## src/design/rwts_div_stage.sv

```systemverilog
`timescale 1ns / 1ps
// ----------------------------------------------------------------------------
// rwts_div_stage: one stage of the pipelined restoring divider
// Resolves STEPS quotient bits, keeps the low Q_W of them, and carries the
// remainder, the remaining dividend bits, the divisor and a sideband word.
// ----------------------------------------------------------------------------
module rwts_div_stage #(
    parameter int NUM_W  = 22,
    parameter int Q_W    = 6,
    parameter int DEN_W  = 16,
    parameter int STEPS  = 4,
    parameter int SIDE_W = 8
) (
    input  logic              i_clk,
    input  logic              i_rst_n,
    input  logic              i_en,
    input  logic              i_valid,
    input  logic [NUM_W-1:0]  i_num,
    input  logic [DEN_W-1:0]  i_rem,
    input  logic [DEN_W-1:0]  i_den,
    input  logic [Q_W-1:0]    i_quo,
    input  logic [SIDE_W-1:0] i_side,
    output logic              o_valid,
    output logic [NUM_W-1:0]  o_num,
    output logic [DEN_W-1:0]  o_rem,
    output logic [DEN_W-1:0]  o_den,
    output logic [Q_W-1:0]    o_quo,
    output logic [SIDE_W-1:0] o_side
);

    logic              r_valid;
    logic [NUM_W-1:0]  r_num;
    logic [DEN_W-1:0]  r_rem;
    logic [DEN_W-1:0]  r_den;
    logic [Q_W-1:0]    r_quo;
    logic [SIDE_W-1:0] r_side;

    logic [NUM_W-1:0]  n_num;
    logic [DEN_W-1:0]  n_rem;
    logic [Q_W-1:0]    n_quo;
    logic [DEN_W:0]    w_trial;
    logic              w_qbit;

    // restoring steps: shift in the next dividend bit, subtract if it fits
    always_comb begin
        n_num   = i_num;
        n_rem   = i_rem;
        n_quo   = i_quo;
        w_trial = '0;
        w_qbit  = 1'b0;
        for (int s = 0; s < STEPS; s++) begin
            w_trial = {n_rem, n_num[NUM_W-1]};
            n_num   = n_num << 1;
            w_qbit  = (w_trial >= {1'b0, i_den});
            if (w_qbit) begin
                n_rem = DEN_W'(w_trial - {1'b0, i_den});
            end else begin
                n_rem = DEN_W'(w_trial);
            end
            n_quo = Q_W'({n_quo, w_qbit});
        end
    end

    // stage register
    always_ff @(posedge i_clk) begin
        if (!i_rst_n) begin
            r_valid <= 1'b0;
        end else if (i_en) begin
            r_valid <= i_valid;
        end
        if (i_en) begin
            r_num  <= n_num;
            r_rem  <= n_rem;
            r_den  <= i_den;
            r_quo  <= n_quo;
            r_side <= i_side;
        end
    end

    assign o_valid = r_valid;
    assign o_num   = r_num;
    assign o_rem   = r_rem;
    assign o_den   = r_den;
    assign o_quo   = r_quo;
    assign o_side  = r_side;

`ifndef NO_ASSERTIONS
    // a partial remainder never reaches the divisor
    a_rem_below_den: assert property (@(posedge i_clk) disable iff (!i_rst_n)
        r_valid |-> (r_rem < r_den))
        else $error("divider remainder not below divisor");
`endif

endmodule

```

## config.mk

```make
export PLATFORM = sky130hd
export DESIGN_NAME = rwts_div_stage
export DESIGN_NICKNAME = d
export VERILOG_FILES = /design/src/design/rwts_div_stage.sv
export SDC_FILE = /design/constraint.sdc
export NUM_CORES = 1
export LEC_CHECK = 0
export BUFFER_PORTS_ARGS = -buffer_cell sky130_fd_sc_hd__buf_2
export CORE_AREA = 2 2 113 104
export CTS_CLUSTER_DIAMETER = 40
export DETAILED_ROUTE_END_ITERATION = 10
export DIE_AREA = 0 0 115 106
export MAX_ROUTING_LAYER = met4
export PLACE_DENSITY = 0.81
export SLEW_MARGIN = 15
export SYNTH_ARGS = -nofsm -noshare
export SYNTH_HDL_FRONTEND = slang
export SYNTH_SLANG_ARGS = --single-unit
```

## constraint.sdc

```tcl
create_clock -name i_clk -period 17.55 [get_ports i_clk]
set_clock_uncertainty 0.15 [all_clocks]
set_input_delay 1.755 -clock i_clk [delete_from_list [all_inputs] [get_ports i_clk]]
set_output_delay 1.755 -clock i_clk [all_outputs]
set_load 0.01 [all_outputs]
```

==> impl_metrics.py, run 1 <==
metrics = {
    "power_and_ir_drop": {
        "cellLeakagePower_nw": 3.12,
        "ir_drop_v": 0.000152,
        "finalPower_mw": 1.43,
        "powerDensity_nw_per_um2": 206,
    },
    "worst_setup_path": {
        "crit_required_ns": 17.48,
        "cp_top_family": "compound AO/OA/AOI/OAI gates",
        "max_stage_delay_ns": 0.57,
        "reg2reg_slack_ns": 16.81,
        "start_kind": "primary input",
        "cp_max_fo": 16,
        "crit_path_end_kind": "flop",
        "worst-setup-path-type": "in2reg",
        "crit_slowest_cell": "and3_1",
        "cp.arrival_ns": 12.96,
        "critPathBufInv": 6,
    },
    "logic_synthesis": {
        "synth_seq_cells": 65,
        "synth_area_leaders": "edfxtp_1 33%, ha_1 14%, xnor2_1 5.3%",
        "synthDistinctLibCells": 73,
        "ys_seq_area_frac": 0.329,
        "synth_warnings": 0,
        "syn_inst": 592,
        "synthFlopType": "edfxtp_1",
        "async_reset_ff_frac": 0,
        "avgSynthCellArea_um2": 9.98,
        "synth_top_area_share": 0.325,
        "synth_top_area_cell": "edfxtp_1",
        "synth_area_um2": 5910,
        "synth_edf_count": 64,
    },
    "clock_network": {
        "clkTransAtPathRegs_ns": 0.06,
        "postCtsResizedCells": 0,
        "ctsHoldBuffers": 0,
        "tritoncts": "built",
        "htree_num_levels": 3,
        "clockBufferDepth": 2,
        "insertion_delay_ns": 0.33,
        "cts_inserted_buffers": 9,
        "cts_setup_buffers": 0,
        "clkSinkCount": 65,
        "cts_root_buf": "clkbuf_16",
    },
    "layout": {
        "final_cell_mix": "132 x buf_2, 64 x ha_1, 64 x edfxtp_1",
        "fin_nets": 866,
        "final_cell_area_um2": 6960,
        "layout.cells.non_filler": 867,
        "antenna_cells": 0,
        "final_common_cell": "buf_2",
        "postLayoutCoreUtil": 0.626,
        "area_delta_synth_final_pct": 17.8,
        "drive_gt1_frac": 0.287,
    },
    "place": {
        "dp.cells": 851,
        "hpwl_mm": 11.4,
        "globalplace.congestion": 0.949,
        "dpl_cell_area_um2": 6660,
        "portBuffers": 132,
    },
    "timing": {
        "period_needed_ns": 13.02,
        "setup_viol": 0,
        "relSlewSlack": 0.464,
        "setup_tns_ns": 0,
        "tightest_slew_ns": 0.804,
        "hold_viol": 0,
        "clock.fmax_ghz": 0.0768,
        "grt_setup_unrepaired": "no",
        "drv_slew": 0,
        "finalCritPeriodShare": 0.742,
    },
    "route": {
        "vias_per_cell": 5.78,
        "wirelength_mm": 14.3,
        "drt_iter0_markers": 403,
        "routed-via-count": 5015,
        "routedWlPerCell_um": 16.5,
        "drc": 0,
        "dr.pass1.iters": 5,
        "drtAntennaViolNets": 0,
    },
    "job": {
        "drv_cap": 0,
    },
    "die": {
        "start_util": 0.532,
        "fp.dieW_um": 115,
        "die-area_um2": 12200,
        "core_um2": 11100,
        "io_pins": 141,
        "fp.dieH_um": 106,
        "core.rowCount": 37,
    },
    "global_route": {
        "grt_max_degree": 66,
        "grt_pass1_wl_mm": 23.3,
        "grt_antenna_before_repair": 0,
        "grt_use_total": 0.246,
        "grt_pass1_vias": 4887,
        "grt_overflow": 0,
    },
    "status": {
        "status": "complete, no violations",
    },
    "hold_path": {
        "worstHoldPathType": "reg2reg",
    },
}
==> path summary, 6_finish.rpt <==
| kind | start | to | depth (start not counted) |
|---|---|---|---|
| worst max-delay path | i_den[1] | o_rem[14] | 42 |
| worst min register to register | o_valid | o_valid | 2 |
| worst min-delay path | o_valid | o_valid | 2 |
| worst max register to register | o_valid | o_valid | 2 |
==> logic make-up after synthesis <==
| logic type | synth area share |
|---|---|
| fa+ha+maj | 0.149 |
| simple gates | 0.136 |
| other cells | 0.000635 |
| flops | 0.329 |
| compound gates | 0.174 |
| mux | 0.0938 |
| xor+xnor | 0.0727 |
| buf+inv | 0.0455 |
==> routing by layer <==
metal / vias up / global-route usage / wire, um
met4: 0 / 0.0731 / 278
li1: 2496 / - / -
met3: 21 / 0.0433 / 960
met1: 2302 / 0.320 / 6650
met2: 196 / 0.394 / 6410
met5: - / - / 0
==> metrics by stage <==
stage | hold WS [ns] | setup WS, ns
global placement | 0.346 | 4.88
finish | 0.366 | 4.53
floorplan | 0.388 | 6.41
global route | 0.406 | 3.72
detailed placement | 0.359 | 4.33
CTS | 0.374 | 4.65
==> tightest hold or removal path: stages, from the launching register on <==
cell and delay, ns:
dfxtp_1 0.32, mux2i_1 0.07, nor2b_1 0.10
==> synthesized netlist by cell type, drive strengths merged, types with 11 or more instances <==
cell type	instances
nor2	33
nor3	15
xnor2	36
nand3	27
nand4	12
ha	64
a21oi	45
xor2	13
inv	43
nand2	31
a21o	16
buf	11
edfxtp	64
mux2	38
o21ai	34
==> power by group <==
part           internal (mW)  switching (mW)  leakage [nW]  total, mW
combinational          0.501           0.507          2.34       1.01
sequential             0.240         0.00684         0.635      0.247
clock                  0.110          0.0659         0.146      0.176
total                  0.851           0.579          3.12       1.43
==> area by class of cell <==
class,instances,area [um^2]
Inverter,44,173
Clock inverter,7,70.1
Clock buffer,9,225
Sequential cell,65,1940
Fill cell,933,4160
Tap cell,136,170
Timing Repair Buffer,133,668
Multi-Input combinational cell,473,3710
==> state kept, by name, indices dropped and copies added (netlist names) <==
name / cells
o_rem: 16
o_valid: 1
o_quo: 6
o_num: 18
o_den: 16
o_side: 8
No activity file was read; power rests on OpenSTA's default activity.
==> inputs of run 2 (changes only) <==
CORE_AREA = 2 2 118 109   (was 2 2 113 104)
DIE_AREA = 0 0 120 111   (was 0 0 115 106)
PLACE_DENSITY = 0.78   (was 0.81)
clock period = 10.9 ns   (was 17.55 ns; I/O delays follow)
==> run 2 against run 1 <==
Wire length rose by 19%. Hold slack gained 0.037 ns. First-iteration DRC count shrank 19%. Count of clock-buffer cells in the layout increased by 2. Clock power rose by 65%. Combinational power is 100% higher. Critical endpoint is now o_rem[15].
==> impl_metrics.py, run 2 (synthesis results as in run 1) <==
metrics = {
    "layout": {
        "drive_gt1_frac": 0.390,
        "layout.cells.non_filler": 1012,
        "largest_reg_flops": 18,
        "final_cell_area_um2": 7930,
        "final_cell_mix": "132 x buf_2, 116 x buf_4, 64 x ha_1, 64 x edfxtp_1",
        "antenna_cells": 0,
        "area_delta_synth_final_pct": 34.2,
        "fin_nets": 983,
        "fillers": 976,
        "final_common_cell": "buf_2",
    },
    "timing": {
        "tightest_slew_ns": 0.815,
        "relSlewSlack": 0.456,
        "period_needed_ns": 10.37,
        "setup_tns_ns": 0,
        "clock.fmax_ghz": 0.0965,
        "setup_viol": 0,
        "drv_slew": 0,
        "grt_setup_unrepaired": "no",
        "setup_ws_ns": 0.533,
        "hold_viol": 0,
        "finalCritPeriodShare": 0.951,
    },
    "global_route": {
        "grt_overflow": 0,
        "grt_pass1_wl_mm": 27.6,
        "grt_use_total": 0.269,
        "grt_max_degree": 66,
        "grt_antenna_before_repair": 0,
        "grt_pass1_vias": 5741,
    },
    "die": {
        "io_pins": 141,
        "die-area_um2": 13300,
        "core_um2": 12200,
        "fp.dieH_um": 111,
        "core.rowCount": 39,
        "start_util": 0.482,
        "fp.dieW_um": 120,
    },
    "power_and_ir_drop": {
        "ir_drop_v": 0.000220,
        "cellLeakagePower_nw": 3.70,
        "powerDensity_nw_per_um2": 343,
    },
    "clock_network": {
        "tritoncts": "built",
        "htree_num_levels": 3,
        "cts_root_buf": "clkbuf_16",
        "clkTransAtPathRegs_ns": 0.05,
        "insertion_delay_ns": 0.33,
        "clkSinkCount": 65,
        "cts_inserted_buffers": 9,
        "clockBufferDepth": 2,
    },
    "worst_setup_path": {
        "cp_max_fo": 15,
        "crit_path_end_kind": "flop",
        "worst-setup-path-type": "in2reg",
        "crit_required_ns": 10.83,
        "start_kind": "primary input",
        "max_stage_delay_ns": 0.50,
        "cp.arrival_ns": 10.29,
        "crit_slowest_cell": "or4_1",
    },
    "hold_path": {
        "worstHoldPathType": "reg2reg",
    },
    "route": {
        "routed-via-count": 5569,
        "wirelength_mm": 17.0,
        "drc": 0,
        "routedWlPerCell_um": 16.8,
        "drt_iter0_markers": 327,
        "drtAntennaViolNets": 0,
        "dr.pass1.iters": 5,
        "vias_per_cell": 5.50,
    },
    "place": {
        "dp.cells": 994,
        "dpl_cell_area_um2": 7570,
        "portBuffers": 132,
        "hpwl_mm": 13.6,
        "globalplace.congestion": 0.903,
        "pre_cts_ws_ns": 0.0393,
    },
    "job": {
        "drv_cap": 0,
    },
    "status": {
        "status": "complete, no violations",
    },
}
-- run 2: area by class of cell --
type                            count  area (um^2)  share of cell area
Timing Repair Buffer              250         1570               0.198
Inverter                           44          173              0.0218
Sequential cell                    65         1940               0.245
Tap cell                          164          205              0.0259
Clock buffer                       11          243              0.0306
Clock inverter                      5         55.1             0.00695
Multi-Input combinational cell    473         3740               0.471
-- run 2: path summary, 6_finish.rpt --
| kind | from | end | slack (ns) | cells past startpoint |
|---|---|---|---|---|
| setup / recovery | i_den[5] | o_rem[15] | 0.53 | 42 |
| hold / removal | o_valid | o_valid | 0.40 | 2 |
| setup reg to reg | o_valid | o_valid | 10.12 | 2 |
| hold reg to reg | o_valid | o_valid | 0.40 | 2 |
-- run 2: worst max-delay path, delay by kind of cell --
kind | cells | cell delay, ns
AOI/OAI and AO/OA | 16 | 3.07
adders and majority gates | 4 | 1.39
buffers and inverters | 9 | 1.16
muxes | 4 | 1.47
and+or+nand+nor | 9 | 2.09
-- run 2: metal layers --
metal / up-vias / track usage / share of wire
met5: - / - / 0
met4: 0 / 0.0980 / 0.033
met3: 44 / 0.0484 / 0.057
met2: 210 / 0.442 / 0.47
met1: 2598 / 0.332 / 0.44
li1: 2717 / - / -
-- run 2: report_power, final --
group / switching (mW) / internal, mW
Combinational: 0.936 / 1.09
Clock: 0.109 / 0.182
Sequential: 0.0106 / 0.386
-- run 2: repair_timing --
item / in CTS / in global routing
endpoints found under the setup margin: 0 / 17
hold buffers: 0 / 0
gates resized for setup: 0 / 6
setup buffers: 0 / 2
-- run 2: stage by stage --
step | total power, mW | hold WS [ns] | util
global route | 2.91 | 0.455 | 0.647
global placement | 2.29 | 0.349 | 0.618
detailed placement | 2.36 | 0.412 | 0.618
finish | 2.72 | 0.404 | 0.647
CTS | 2.68 | 0.426 | 0.642
floorplan | 1.72 | 0.388 | -
